[src/design/lppa_pkg.sv]
// shared types and constants for the lossless pixel predictor alu
`timescale 1ns / 1ps
`default_nettype none

package lppa_pkg;

	localparam int CHAN_W   = 8;
	localparam int NUM_CHAN = 4;
	localparam int PIXEL_W  = CHAN_W * NUM_CHAN;
	localparam int OP_W     = 3;
	// sum of four channel distances, each at most 255
	localparam int DIST_W   = CHAN_W + 2;

	localparam logic [CHAN_W-1:0] CHAN_MAX = 8'hFF;

	// operation codes; codes above clamp half return zero
	typedef enum logic [OP_W-1:0] {
		OP_ADD        = 3'd0,
		OP_AVG        = 3'd1,
		OP_SELECT     = 3'd2,
		OP_CLAMP_FULL = 3'd3,
		OP_CLAMP_HALF = 3'd4
	} op_t;

	// per-channel arithmetic results
	typedef struct packed {
		logic [CHAN_W-1:0] sum;
		logic [CHAN_W-1:0] avg;
		logic [CHAN_W-1:0] full;
		logic [CHAN_W-1:0] half;
		logic [CHAN_W-1:0] dist_top;
		logic [CHAN_W-1:0] dist_left;
	} chan_res_t;

	// stage load enables and output valid from the pipeline control
	typedef struct packed {
		logic en_s1;
		logic en_s2;
		logic en_s3;
		logic vld_s1;
		logic vld_s2;
		logic vld_s3;
	} pipe_ctl_t;

endpackage

`default_nettype wire

[src/design/lossless_pixel_predictor_alu_unit.sv]
// top level of the lossless pixel predictor alu
`timescale 1ns / 1ps
`default_nettype none

// Lossless pixel predictor ALU: each item carries an operation code and up
// to three ARGB pixels and yields one ARGB pixel (add, average, select,
// clamp full, clamp half; unused codes give zero). The unit is a three-stage
// pipeline: stage 1 does the per-channel arithmetic and distances, stage 2
// sums the select distances, stage 3 compares them and picks the result
// into the output register. An accepted item passes through the stage 1, 2 and 3 registers to
// out_valid, and one item is accepted every cycle while out_ready is high;
// under backpressure each empty stage still takes an item. No state is kept
// between items.
module lossless_pixel_predictor_alu_unit
	import lppa_pkg::*;
(
	input  wire logic               clk,
	input  wire logic               arst_n,
	input  wire logic               in_valid,
	output logic                    in_ready,
	input  wire logic [OP_W-1:0]    req_type,
	input  wire logic [PIXEL_W-1:0] pixel_a,
	input  wire logic [PIXEL_W-1:0] pixel_b,
	input  wire logic [PIXEL_W-1:0] pixel_c,
	output logic                    out_valid,
	input  wire logic               out_ready,
	output logic [PIXEL_W-1:0]      pixel_out
);

	pipe_ctl_t         ctl;
	chan_res_t         chan_res [NUM_CHAN];
	logic [PIXEL_W-1:0] arith_res;

	logic [OP_W-1:0]    op_s1;
	logic [PIXEL_W-1:0] a_s1;
	logic [PIXEL_W-1:0] b_s1;
	logic [PIXEL_W-1:0] res_s1;
	logic [CHAN_W-1:0]  dtop_s1 [NUM_CHAN];
	logic [CHAN_W-1:0]  dleft_s1 [NUM_CHAN];

	logic               sel_s2;
	logic [PIXEL_W-1:0] a_s2;
	logic [PIXEL_W-1:0] b_s2;
	logic [PIXEL_W-1:0] res_s2;
	logic [DIST_W-1:0]  dl_s2;
	logic [DIST_W-1:0]  dt_s2;

	logic [PIXEL_W-1:0] out_s3;

	lppa_pipe_ctrl u_ctrl (
		.clk       (clk),
		.arst_n    (arst_n),
		.in_valid  (in_valid),
		.out_ready (out_ready),
		.in_ready  (in_ready),
		.ctl       (ctl)
	);

	// per-channel arithmetic units
	for (genvar i = 0; i < NUM_CHAN; i++) begin : g_chan
		lppa_chan_alu u_chan (
			.a   (pixel_a[i*CHAN_W +: CHAN_W]),
			.b   (pixel_b[i*CHAN_W +: CHAN_W]),
			.c   (pixel_c[i*CHAN_W +: CHAN_W]),
			.res (chan_res[i])
		);
	end

	// pick the arithmetic result by operation; select is resolved later
	always_comb begin
		arith_res = '0;
		for (int i = 0; i < NUM_CHAN; i++) begin
			unique case (req_type)
				OP_ADD:        arith_res[i*CHAN_W +: CHAN_W] = chan_res[i].sum;
				OP_AVG:        arith_res[i*CHAN_W +: CHAN_W] = chan_res[i].avg;
				OP_CLAMP_FULL: arith_res[i*CHAN_W +: CHAN_W] = chan_res[i].full;
				OP_CLAMP_HALF: arith_res[i*CHAN_W +: CHAN_W] = chan_res[i].half;
				default:       arith_res[i*CHAN_W +: CHAN_W] = '0;
			endcase
		end
	end

	// stage 1: channel results and distances
	always_ff @(posedge clk) begin
		if (ctl.en_s1) begin
			op_s1  <= req_type;
			a_s1   <= pixel_a;
			b_s1   <= pixel_b;
			res_s1 <= arith_res;
			for (int i = 0; i < NUM_CHAN; i++) begin
				dtop_s1[i]  <= chan_res[i].dist_top;
				dleft_s1[i] <= chan_res[i].dist_left;
			end
		end
	end

	// stage 2: sum the select distances
	always_ff @(posedge clk) begin
		if (ctl.en_s2) begin
			sel_s2 <= (op_s1 == OP_SELECT);
			a_s2   <= a_s1;
			b_s2   <= b_s1;
			res_s2 <= res_s1;
			dl_s2  <= ({2'b00, dtop_s1[0]} + {2'b00, dtop_s1[1]})
				+ ({2'b00, dtop_s1[2]} + {2'b00, dtop_s1[3]});
			dt_s2  <= ({2'b00, dleft_s1[0]} + {2'b00, dleft_s1[1]})
				+ ({2'b00, dleft_s1[2]} + {2'b00, dleft_s1[3]});
		end
	end

	// stage 3: compare distances and register the output pixel
	always_ff @(posedge clk) begin
		if (ctl.en_s3) begin
			if (!sel_s2) begin
				out_s3 <= res_s2;
			end else if (dl_s2 < dt_s2) begin
				out_s3 <= a_s2;
			end else begin
				out_s3 <= b_s2;
			end
		end
	end

	assign out_valid = ctl.vld_s3;
	assign pixel_out = out_s3;

`ifndef SYNTHESIS
	// input stalls only when every stage is full and the output is blocked
	assert property (@(posedge clk) disable iff (!arst_n)
		!in_ready |-> (ctl.vld_s1 && ctl.vld_s2 && ctl.vld_s3 && !out_ready))
		else $error("input stalled with a free pipeline stage");

	// a stalled middle stage keeps its item
	assert property (@(posedge clk) disable iff (!arst_n)
		(ctl.vld_s2 && !ctl.en_s3) |=> (ctl.vld_s2 && $stable(res_s2) && $stable(dl_s2)))
		else $error("middle stage lost its item during a stall");

	// unused operation codes produce zero
	assert property (@(posedge clk) disable iff (!arst_n)
		(ctl.vld_s1 && (op_s1 > OP_CLAMP_HALF)) |-> (res_s1 == '0))
		else $error("unused operation code gave a nonzero result");

	// a select result is always one of its input pixels
	assert property (@(posedge clk) disable iff (!arst_n)
		(ctl.vld_s2 && sel_s2 && ctl.en_s3) |=> ((out_s3 == $past(a_s2)) || (out_s3 == $past(b_s2))))
		else $error("select result is neither left nor top");
`endif

endmodule

`default_nettype wire

[src/design/lppa_chan_alu.sv]
// one 8-bit channel of the predictor arithmetic
`timescale 1ns / 1ps
`default_nettype none

module lppa_chan_alu
	import lppa_pkg::*;
(
	input  wire logic [CHAN_W-1:0] a,
	input  wire logic [CHAN_W-1:0] b,
	input  wire logic [CHAN_W-1:0] c,
	output chan_res_t              res
);

	logic [CHAN_W:0]   sum9;
	logic [CHAN_W:0]   diff_ab;
	logic [CHAN_W:0]   diff_rnd;
	logic [CHAN_W:0]   half_d;
	logic [CHAN_W+1:0] half_v;
	logic [CHAN_W+1:0] full_v;
	logic [CHAN_W:0]   diff_bc;
	logic [CHAN_W:0]   diff_ac;
	logic [CHAN_W:0]   neg_bc;
	logic [CHAN_W:0]   neg_ac;

	// wrapping add and floor average share one adder
	assign sum9    = {1'b0, a} + {1'b0, b};
	assign res.sum = sum9[CHAN_W-1:0];
	assign res.avg = sum9[CHAN_W:1];

	// half difference truncated toward zero: add one when negative, then shift
	assign diff_ab  = {1'b0, a} - {1'b0, b};
	assign diff_rnd = diff_ab + {{CHAN_W{1'b0}}, diff_ab[CHAN_W]};
	assign half_d   = {diff_rnd[CHAN_W], diff_rnd[CHAN_W:1]};
	assign half_v   = {2'b00, a} + {half_d[CHAN_W], half_d};

	// gradient a + b - c
	assign full_v = {2'b00, a} + {2'b00, b} - {2'b00, c};

	// clamp to 0..255 from the sign and overflow bits
	always_comb begin
		if (full_v[CHAN_W+1]) begin
			res.full = '0;
		end else if (full_v[CHAN_W]) begin
			res.full = CHAN_MAX;
		end else begin
			res.full = full_v[CHAN_W-1:0];
		end
		if (half_v[CHAN_W+1]) begin
			res.half = '0;
		end else if (half_v[CHAN_W]) begin
			res.half = CHAN_MAX;
		end else begin
			res.half = half_v[CHAN_W-1:0];
		end
	end

	// select distances: estimate minus left is top minus top-left, and vice versa
	assign diff_bc = {1'b0, b} - {1'b0, c};
	assign diff_ac = {1'b0, a} - {1'b0, c};
	assign neg_bc  = -diff_bc;
	assign neg_ac  = -diff_ac;
	assign res.dist_top  = diff_bc[CHAN_W] ? neg_bc[CHAN_W-1:0] : diff_bc[CHAN_W-1:0];
	assign res.dist_left = diff_ac[CHAN_W] ? neg_ac[CHAN_W-1:0] : diff_ac[CHAN_W-1:0];

endmodule

`default_nettype wire

[src/design/lppa_pipe_ctrl.sv]
// valid tracking and stall control of the three-stage pipeline
`timescale 1ns / 1ps
`default_nettype none

module lppa_pipe_ctrl
	import lppa_pkg::*;
(
	input  wire logic clk,
	input  wire logic arst_n,
	input  wire logic in_valid,
	input  wire logic out_ready,
	output logic      in_ready,
	output pipe_ctl_t ctl
);

	logic vld_s1;
	logic vld_s2;
	logic vld_s3;
	logic rdy_s1;
	logic rdy_s2;
	logic rdy_s3;

	// a stage loads when it is empty or its item moves on
	assign rdy_s3 = !vld_s3 || out_ready;
	assign rdy_s2 = !vld_s2 || rdy_s3;
	assign rdy_s1 = !vld_s1 || rdy_s2;

	assign in_ready   = rdy_s1;
	assign ctl.en_s1  = rdy_s1;
	assign ctl.en_s2  = rdy_s2;
	assign ctl.en_s3  = rdy_s3;
	assign ctl.vld_s1 = vld_s1;
	assign ctl.vld_s2 = vld_s2;
	assign ctl.vld_s3 = vld_s3;

	// valid bits travel with the data
	always_ff @(posedge clk or negedge arst_n) begin
		if (!arst_n) begin
			vld_s1 <= 1'b0;
			vld_s2 <= 1'b0;
			vld_s3 <= 1'b0;
		end else begin
			if (rdy_s1) begin
				vld_s1 <= in_valid;
			end
			if (rdy_s2) begin
				vld_s2 <= vld_s1;
			end
			if (rdy_s3) begin
				vld_s3 <= vld_s2;
			end
		end
	end

endmodule

`default_nettype wire

[config.mk]
export PLATFORM = sky130hd
export DESIGN_NAME = lossless_pixel_predictor_alu_unit
export DESIGN_NICKNAME = d
export VERILOG_FILES = /design/src/design/lppa_pkg.sv /design/src/design/lossless_pixel_predictor_alu_unit.sv /design/src/design/lppa_chan_alu.sv /design/src/design/lppa_pipe_ctrl.sv
export SDC_FILE = /design/constraint.sdc
export NUM_CORES = 1
export LEC_CHECK = 0
export BUFFER_PORTS_ARGS = -buffer_cell sky130_fd_sc_hd__buf_2
export CORE_MARGIN = 1.5
export CORE_UTILIZATION = 50
export DETAILED_ROUTE_END_ITERATION = 8
export PLACE_DENSITY = 0.77
export SLEW_MARGIN = 20
export SYNTH_ARGS = -nofsm -noshare
export SYNTH_HDL_FRONTEND = slang
export SYNTH_SLANG_ARGS = --single-unit
[constraint.sdc]
create_clock -name clk -period 8.3 [get_ports clk]
set_clock_uncertainty 0.15 [all_clocks]
set_input_delay 0.415 -clock clk [delete_from_list [all_inputs] [get_ports clk]]
set_output_delay 0.415 -clock clk [all_outputs]
set_load 0.05 [all_outputs]
## Word-level counts from Yosys, hierarchy flattened

Memories as Yosys holds them, arrays and structs flattened.
Index checks and enable logic that the tools add are counted.

| cells by class | value |
|---|---|
| multiplexer cells | 32 |
| reduce and logical (&&, ||, !) cells | 7 |
| equal/unequal tests | 4 |
| magnitude comparators | 1 |
| add/subtract/negate cells | 46 |

Operators with widths:

| operator | count |
|---|---|
| $mux 8 | 24 |
| $pmux 8 s4 | 4 |
| $add 8x8->9 | 12 |
| $sub 8x8->9 | 12 |
| $mux 32 | 2 |
| $neg 8->8 | 8 |
| $add 9x8->10 | 4 |
| $sub 10x8->10 | 4 |
| $add 9x1->9 | 4 |
| $add 9x9->10 | 2 |
| $lt 10x10->1 | 1 |
| $eq 3x2->1 const B | 2 |
| $eq 3x1->1 const B | 1 |
| $eq 3x3->1 const B | 1 |
| $logic_not 1->1 | 3 |
| $logic_not 3->1 | 1 |
| $logic_or 1x1->1 | 3 |
| $mux 1 | 2 |

| storage, ports and cells | value |
|---|---|
| bits in writable memories | 64 |
| bits in registers | 251 |
| output and inout port bits | 34 |
| memories kept | 2 |
| bits of input ports | 103 |
| word-level logic and storage cells | 106 |

Memories:

| name | depth | bits a word | rd ports | clocked after memory_dff | write ports | RTL line | RTL |
|---|---|---|---|---|---|---|---|
| dleft_s1 | 4 | 8 | 4 | 0 | 4 | lossless_pixel_predictor_alu_unit.sv:39 | `logic [CHAN_W-1:0] dleft_s1 [NUM_CHAN];` |
| dtop_s1 | 4 | 8 | 4 | 0 | 4 | lossless_pixel_predictor_alu_unit.sv:38 | `logic [CHAN_W-1:0] dtop_s1 [NUM_CHAN];` |

## Longest topological paths before layout

Gate-level depths: netlist (run 1).

| depth | value |
|---|---|
| depth after elaboration | 6 |
| mapped depth | 22 |
| depth with buffers taken out | 21 |

## Cells and area by module

Synthesis (run 1) repeated with hierarchy kept, for this count alone.

| unflattened totals | value |
|---|---|
| cell total of the unflattened synthesis | 2327 |
| area, all modules | 24305.8 um2 |

Modules (own cells, without submodules):

| module | times used | area each (um2) | cells an instance | sequential area each (um2) |
|---|---|---|---|---|
| lossless_pixel_predictor_alu_unit | 1 | 12474.5 | 744 | 9369.0 |
| lppa_chan_alu (g_chan[0].u_chan ...) | 2 | 2832.7 | 385 | 0.0 |
| lppa_chan_alu (g_chan[2].u_chan) | 1 | 3090.5 | 417 | 0.0 |
| lppa_chan_alu (g_chan[3].u_chan) | 1 | 2904.0 | 380 | 0.0 |
| lppa_pipe_ctrl | 1 | 171.4 | 16 | 75.1 |

## Worst setup path after synthesis (run 1)

No wires, ideal clock.

| timing | value |
|---|---|
| path kind | register -> register |
| start | register u_ctrl.vld_s3 |
| end | register a_s1[0], enable pin |
| path slack | 0.189 ns |
| stages on the path, launching flop included | 2 |
| arrival | 5.685 ns |
| period minus slack after synthesis | 8.111 ns |
| library setup time | 2.275 ns |
| buffers on the path | 0 |
| required time | 5.875 ns |
| path through | dfrtp_1 > nand4b_1 |

| on the way | value |
|---|---|
| cells in the longest elaborated chain, start to end | 4 |

RTL lines:

| what | RTL line | RTL |
|---|---|---|
| start, declared | lppa_pipe_ctrl.sv:18 | `logic vld_s3;` |
| start signal, assigned | lppa_pipe_ctrl.sv:50 | `vld_s3 <= vld_s2;` |
| $logic_not 1->1 | lppa_pipe_ctrl.sv:24 | `assign rdy_s3 = !vld_s3 \|\| out_ready;` |
| $logic_or 1x1->1 | lppa_pipe_ctrl.sv:24 |  |
| $logic_or 1x1->1 | lppa_pipe_ctrl.sv:25 | `assign rdy_s2 = !vld_s2 \|\| rdy_s3;` |
| $logic_or 1x1->1 | lppa_pipe_ctrl.sv:26 | `assign rdy_s1 = !vld_s1 \|\| rdy_s2;` |
| net in_ready | lossless_pixel_predictor_alu_unit.sv:20 | `output logic in_ready,` |
| end signal, assigned | lossless_pixel_predictor_alu_unit.sv:87 | `a_s1 <= pixel_a;` |
| end, declared | lossless_pixel_predictor_alu_unit.sv:35 | `logic [PIXEL_W-1:0] a_s1;` |

The timed path passes the listed nets, and every way through them passes these cells.
A chain may end at the register's enable or synchronous reset.

## Worst setup path after layout (run 1)

| timing | value |
|---|---|
| start | input pixel_a[27] |
| end | register res_s1[25], data pin |

| on the way | value |
|---|---|
| cells in the longest elaborated chain, start to end | 6 |
| elaborated cells between the ends (all ways) | 10 |
| classes of those cells | add/sub: 5; mux: 5 |

RTL lines:

| what | RTL line | RTL |
|---|---|---|
| start, declared | lossless_pixel_predictor_alu_unit.sv:22 | `input wire logic [PIXEL_W-1:0] pixel_a,` |
| $sub 8x8->9 | lppa_chan_alu.sv:31 | `assign diff_ab = {1'b0, a} - {1'b0, b};` |
| $add 9x1->9 | lppa_chan_alu.sv:32 | `assign diff_rnd = diff_ab + {{CHAN_W{1'b0}}, diff_ab[CHAN_W]};` |
| $add 9x8->10 | lppa_chan_alu.sv:34 | `assign half_v = {2'b00, a} + {half_d[CHAN_W], half_d};` |
| $mux 8 | lppa_chan_alu.sv:50 | `end else if (half_v[CHAN_W]) begin` |
| $mux 8 | lppa_chan_alu.sv:48 | `if (half_v[CHAN_W+1]) begin` |
| $pmux 8 s4 (*) | lossless_pixel_predictor_alu_unit.sv:73 | `unique case (req_type)` |
| net arith_res[25] | lossless_pixel_predictor_alu_unit.sv:32 | `logic [PIXEL_W-1:0] arith_res;` |
| end signal, assigned | lossless_pixel_predictor_alu_unit.sv:89 | `res_s1 <= arith_res;` |
| end, declared | lossless_pixel_predictor_alu_unit.sv:37 | `logic [PIXEL_W-1:0] res_s1;` |

Mark *: on every way through the listed nets, which the timed path passes. The rest lies on a longest branch.

==> impl_metrics.py, run 1 <==
metrics = {
    "pwr": {
        "p_leak_uw": 0.0106,
        "ir_drop_uv": 237,
        "power_density_mw_per_mm2": 297,
    },
    "routing": {
        "wl_um": 54600,
        "detail_route.vias_per_cell": 5.73,
        "dr.pass1.iters": 7,
        "wl_per_cell_um": 19.5,
        "vias": 16100,
        "drc": 0,
        "final_antenna_net_count": 0,
        "drt-initial-drc-count": 1238,
    },
    "sta": {
        "max_freq_mhz": 169,
        "maxSlewHeadroom_pct": 23.1,
        "finalCritPeriodShare_pct": 71.1,
        "rsz0062_at_grt": "no",
        "hold_violations": 0,
        "worstMarginPinSlew_ns": 1.12,
        "tns_ns": 0,
        "fin_crit_ns": 5.90,
        "drv_slew": 0,
        "setup_viol": 0,
    },
    "run": {
        "maxCapViolCount": 0,
    },
    "cts": {
        "worstSkewPairLatency_ns": 0.55,
        "clockBufferDepth": 3,
        "clkSinkCount": 315,
        "cts_tree": "done",
        "cts_setup_buffers": 0,
        "cts_buffers": 37,
        "hold_buffers": 37,
        "clk_pin_slew_ns": 0.06,
        "cts-root-buf": "clkbuf_16",
        "cts-htree-levels": 2,
        "cts_repair_resize_count": 0,
    },
    "die": {
        "start_util_pct": 50.5,
        "ios": 137,
        "die_x_um": 214,
        "dieArea_mm2": 0.0457,
        "die_h_um": 214,
        "core_mm2": 0.0440,
        "row_count": 77,
    },
    "min_path": {
        "hold_class": "input port to flop",
        "hold_depth": 1,
    },
    "setup_path": {
        "r2r_cells": 9,
        "end_kind": "flop",
        "cp_max_fo": 9,
        "worstSetupPathType": "input port to flop",
        "arrival_ns": 6.00,
        "cp-start-kind": "input port",
        "cp.required_ns": 8.40,
    },
    "layout": {
        "fin_util_pct": 57.2,
        "area_growth_pct": 13.3,
        "finalInstanceArea_mm2": 0.0252,
        "num-nets-final": 2582,
        "layout-drive-gt1-share_pct": 10.7,
        "diodes": 0,
    },
    "synth": {
        "synth_edf_count": 312,
        "postSynthCellCount": 1999,
        "synthArstFlopShare_pct": 0.952,
        "yosysWarningCount": 0,
        "synth_area_mm2": 0.0222,
        "ys.flop_type": "edfxtp_1",
        "syn_area_per_cell_um2": 11.1,
        "ys_ff_latch": 315,
        "synth_cell_types": 78,
        "synth_nets": 2393,
        "yosysSeqAreaShare_pct": 42.5,
    },
    "placed_design": {
        "place_area_mm2": 0.0235,
        "dpl.hpwl_um": 41500,
        "place.gp.congestion": 0.917,
        "numPortBuffers": 136,
    },
    "global_routing": {
        "grt.overflow.total": 0,
        "grt_use_total_pct": 24.4,
        "grt_max_degree": 79,
        "antenna_found_initial": 1,
        "grt_pass1_wl_um": 85800,
        "grt_pass1_vias": 16100,
    },
    "outcome": {
        "status": "finished, final reports clean",
    },
}
## worst paths after layout
| kind | start | to | slack [ns] |
|---|---|---|---|
| max in group asynchronous | arst_n | u_ctrl.vld_s2$_DFFE_PN0P_ | 7.84 |
| worst max register to register | dl_s2[1]$_DFFE_PP_ | pixel_out[14]$_DFFE_PP_ | 4.86 |
| worst min register to register | a_s1[5]$_DFFE_PP_ | a_s2[5]$_DFFE_PP_ | 0.26 |
| min in group asynchronous | arst_n | u_ctrl.vld_s1$_DFFE_PN0P_ | 0.06 |
| worst min-delay path | pixel_a[19] | a_s1[19]$_DFFE_PP_ | 0.02 |
| worst max-delay path | pixel_a[27] | res_s1[25]$_DFFE_PP_ | 2.40 |
## Yosys cell counts (4+ instances only)
library cell | n | area share, %
o211ai_1 | 7 | 0.24
a21o_1 | 50 | 1.7
a21boi_0 | 4 | 0.14
o21ai_1 | 9 | 0.20
nand2b_1 | 37 | 1.0
o21bai_1 | 27 | 0.91
buf_2 | 12 | 0.27
nor2_1 | 181 | 3.1
o21ai_0 | 81 | 1.8
o31ai_1 | 18 | 0.61
a41oi_1 | 16 | 0.63
nor3b_1 | 8 | 0.27
and3_1 | 4 | 0.11
nor4_1 | 15 | 0.42
ha_1 | 235 | 13
nor3_1 | 34 | 0.77
fa_1 | 56 | 5.0
nand3_1 | 30 | 0.68
nand2_1 | 74 | 1.3
mux2i_1 | 33 | 1.5
o41a_1 | 4 | 0.20
o31a_1 | 10 | 0.39
a222oi_1 | 28 | 1.3
and2_1 | 8 | 0.23
edfxtp_1 | 312 | 42
or2_2 | 4 | 0.11
a221oi_1 | 11 | 0.43
nor2b_1 | 45 | 1.3
a211oi_1 | 19 | 0.64
xor2_1 | 63 | 2.5
o41ai_1 | 13 | 0.51
o311ai_2 | 4 | 0.29
or3_1 | 10 | 0.28
nand4_1 | 4 | 0.11
clkbuf_1 | 7 | 0.12
inv_1 | 175 | 3.0
a21oi_1 | 115 | 2.6
o21a_1 | 18 | 0.61
xnor2_1 | 150 | 5.9
## sequential cells by signal, summed over array words and instances, names as in the netlist, 3 cells and up
signal / flops
a_s1: 32
a_s2: 32
b_s1: 32
b_s2: 32
dleft_s1: 32
dtop_s1: 32
pixel_out: 32
res_s1: 32
res_s2: 32
dl_s2: 10
dt_s2: 10
op_s1: 3
## power breakdown
group / switching, uW / internal, uW / total, uW
logic: 1930 / 1420 / 3350
registers: 158 / 2300 / 2450
clock network: 660 / 1020 / 1680
## worst max-delay path, stage by stage
cell	delay [ns]
dlygate4sd3_1	0.53
buf_2	0.17
ha_1	0.45
o21ai_0	0.21
a21oi_1	0.08
o31ai_1	0.32
a21oi_1	0.28
nor2_1	0.20
ha_1	0.25
inv_1	0.05
or3_1	0.51
nor3_4	0.28
xnor2_1	0.13
ha_1	0.26
or3_1	0.38
a311o_1	0.34
a21oi_1	0.15
or4b_1	0.62
a41oi_1	0.29
o31ai_1	0.10
## per-layer routing
layer  GRT usage (%)  share of wire (%)  up-vias  wire length [um]
li1                -                  -     7688                 -
met3            2.96                5.8       95              3140
met5               0                  0        -                 0
met2            41.6                 49      476             26600
met1            32.3                 43     7823             23300
met4            8.40                2.9        0              1560
## layout make-up
cell class,count,area (um2)
multi-input combinational,1475,11900
sequential,315,9440
tap,592,741
clock buffer,40,947
timing repair buffer,184,1130
clock inverter,26,303
fill,3698,18900
inverter,175,657
## per-stage QoR
| stage | cells | setup slack, ns | total power, uW | hold WS, ns |
|---|---|---|---|---|
| 6_report | 2807 | 2.40 | 7490 | 0.0168 |
| 5_1_grt | 2807 | 2.09 | 7980 | 0.0147 |
| 4_1_cts | 2807 | 2.58 | 7530 | 0.00141 |
| 3_5_place_dp | 2704 | 2.55 | 5810 | 0.0653 |
| 3_3_place_gp | 2704 | 2.73 | 5650 | 0.0609 |
| 2_1_floorplan | 1999 | 0.189 | 5010 | -0.0306 |
## logic make-up after synthesis
logic type	after synthesis	synth area share (%)
adder cells (fa/ha/maj)	291	18.3
buffers and inverters	209	3.91
AND/OR/NAND/NOR	470	10.4
flip-flops	315	42.5
multiplexers	33	1.49
AO/OA/AOI/OAI	460	14.3
XOR/XNOR	221	9.13
## placed cells by master (no fill, tap or decap), drive strengths merged, types with 50 or more instances in the layout
master,instances
nor2,181
edfxtp,312
buf,147
nand2,74
o21ai,90
a21oi,118
inv,179
xor2,66
ha,235
a21o,50
fa,56
xnor2,150
Power figures use the tool's default switching activity.
==> inputs of run 2 (changes only) <==
- PLACE_DENSITY: 0.77 -> 0.79
- clock period: 8.3 -> 4.95 ns (I/O delays scaled with it)
==> impl_metrics.py, run 2 (same netlist as run 1, synthesis figures left out) <==
metrics = {
    "setup_path": {
        "crit_cells": 21,
        "cp_max_fo": 8,
        "crit_start": "pixel_a[25]",
        "regToRegStartpoint": "dtop_s1[3][1]$_DFFE_PP_",
        "reg2reg_slack_ns": 1.52,
        "r2r_end": "dl_s2[9]$_DFFE_PP_",
        "cp-endpoint": "res_s1[28]$_DFFE_PP_",
        "cp_num_buf_inv": 5,
        "path_cells": "dlygate4sd3_1 > buf_2 > inv_2 > fa_2 > nand2b_2 > a21oi_1 > o31ai_2 > a21oi_2 > nor2_2 > ha_2 > inv_1 > or3_4 > buf_4 > xor2_1 > ha_2 > or3_1 > a311o_1 > a21oi_1 > or4b_4 > a41oi_2 > o31ai_1",
        "arrival_ns": 4.87,
        "cp.required_ns": 5.06,
        "cpPeakStageDelay_ns": 0.57,
        "crit_family": "simple AND/OR/NAND/NOR gates",
        "end_kind": "flop",
        "worstSetupPathType": "input port to flop",
        "cp-start-kind": "input port",
        "cp_slowest_cell": "or4b_4",
        "r2r_cells": 13,
    },
    "pwr": {
        "p_leak_uw": 0.0109,
        "ir_drop_uv": 367,
        "finalPower_uw": 12500,
        "power_density_mw_per_mm2": 483,
    },
    "global_routing": {
        "grt_use_total_pct": 24.2,
        "grt_max_degree": 166,
        "grt_pass1_vias": 16300,
        "antenna_found_initial": 0,
        "grt_pass1_wl_um": 85100,
        "grt.overflow.total": 0,
    },
    "layout": {
        "finalInstanceArea_mm2": 0.0259,
        "layout_commonest_cell": "edfxtp_1",
        "num-nets-final": 2652,
        "stdcell_count": 2871,
        "fillCellCount": 3553,
        "multi_input_area_mm2": 0.0122,
        "final_cell_mix": "edfxtp_1 (312), ha_1 (231), nor2_1 (178)",
        "layout-drive-gt1-share_pct": 13.5,
        "area_growth_pct": 16.6,
        "diodes": 0,
        "seqCellArea_mm2": 0.00945,
    },
    "cts": {
        "clk_pin_slew_ns": 0.06,
        "cts-root-buf": "clkbuf_16",
        "clkSinkCount": 315,
        "cts_buffers": 35,
        "clockBufferDepth": 3,
        "cts_tree": "done",
        "worstSkewPairLatency_ns": 0.54,
        "cts-htree-levels": 2,
    },
    "routing": {
        "drc": 0,
        "dr.pass1.iters": 7,
        "detail_route.vias_per_cell": 5.72,
        "final_antenna_net_count": 0,
        "wl_um": 55300,
        "wl_per_cell_um": 19.3,
        "vias": 16400,
        "drt-initial-drc-count": 1209,
    },
    "die": {
        "die_x_um": 214,
        "start_util_pct": 50.5,
        "die_h_um": 214,
        "dieArea_mm2": 0.0457,
        "ios": 137,
        "row_count": 77,
        "core_mm2": 0.0440,
    },
    "sta": {
        "max_freq_mhz": 210,
        "setup_viol": 0,
        "maxSlewHeadroom_pct": 31.1,
        "finalCritPeriodShare_pct": 96.2,
        "fin_crit_ns": 4.76,
        "worstMarginPinSlew_ns": 1.03,
        "drv_slew": 0,
        "hold_violations": 0,
        "tns_ns": 0,
        "worst_slack_ns": 0.187,
    },
    "placed_design": {
        "dp_worst_setup_slack_ns": -0.212,
        "place.gp.congestion": 0.937,
        "place_area_mm2": 0.0238,
        "numPortBuffers": 136,
        "post-place-cells": 2737,
        "dpl.hpwl_um": 40800,
    },
    "outcome": {
        "status": "finished, final reports clean",
    },
    "min_path": {
        "hold_class": "input port to flop",
    },
    "run": {
        "maxCapViolCount": 0,
    },
}
-- run 2: where the power goes --
group | internal (uW) | total (uW) | switching [uW]
clock network | 1460 | 2520 | 1060
logic | 2500 | 5870 | 3370
registers | 3850 | 4120 | 265
-- run 2: final cells by class --
type / instances / share of cell area, %
clock buffer: 42 / 3.64
multi-input combinational: 1475 / 47.0
sequential: 315 / 36.4
clock inverter: 16 / 0.560
tap: 592 / 2.86
inverter: 175 / 2.53
timing repair buffer: 256 / 6.94
-- run 2: how the worst min path moves through the flow --
stage                     startpoint  cells after the start                   endpoint  slack [ns]
after floorplan               arst_n                      0  u_ctrl.vld_s1$_DFFE_PN0P_       -0.20
after global placement        arst_n                      1  u_ctrl.vld_s1$_DFFE_PN0P_       -0.11
after detailed placement      arst_n                      1  u_ctrl.vld_s1$_DFFE_PN0P_       -0.11
after CTS                 pixel_c[8]                      3   dleft_s1[1][0]$_DFFE_PP_        0.08
after global routing      pixel_c[8]                      3   dleft_s1[1][0]$_DFFE_PP_        0.11
final                     pixel_c[0]                      3    dtop_s1[0][0]$_DFFE_PP_        0.11
-- run 2: tightest hold or removal path: cells and delay by family --
family                   cells  cell delay, ns
adder cells (fa/ha/maj)      1            0.20
buffers and inverters        2            0.18
-- run 2: what timing repair did --
| action | 4_1_cts | 5_1_grt |
|---|---|---|
| setup buffers | 0 | 6 |
| setup endpoints to repair | 0 | 32 |
| hold buffers | 70 | 0 |
| gates resized for setup | 0 | 57 |
| hold endpoints to repair | 71 | 0 |
-- run 2: routing by layer --
| layer | vias to the layer above | routed length [um] | track usage, % |
|---|---|---|---|
| met4 | 0 | 1870 | 9.18 |
| met2 | 511 | 27200 | 42.3 |
| met3 | 129 | 2980 | 3.05 |
| li1 | 7825 | - | - |
| met1 | 7960 | 23200 | 30.5 |
| met5 | - | 0 | 0 |
-- run 2: metrics by stage --
| stage | utilization, % | hold slack (ns) |
|---|---|---|
| 2_1_floorplan | - | -0.198 |
| 4_1_cts | 58.2 | 0.0769 |
| 3_3_place_gp | 54.1 | -0.108 |
| 5_1_grt | 58.9 | 0.113 |
| 3_5_place_dp | 54.1 | -0.105 |
| 6_report | 58.9 | 0.106 |
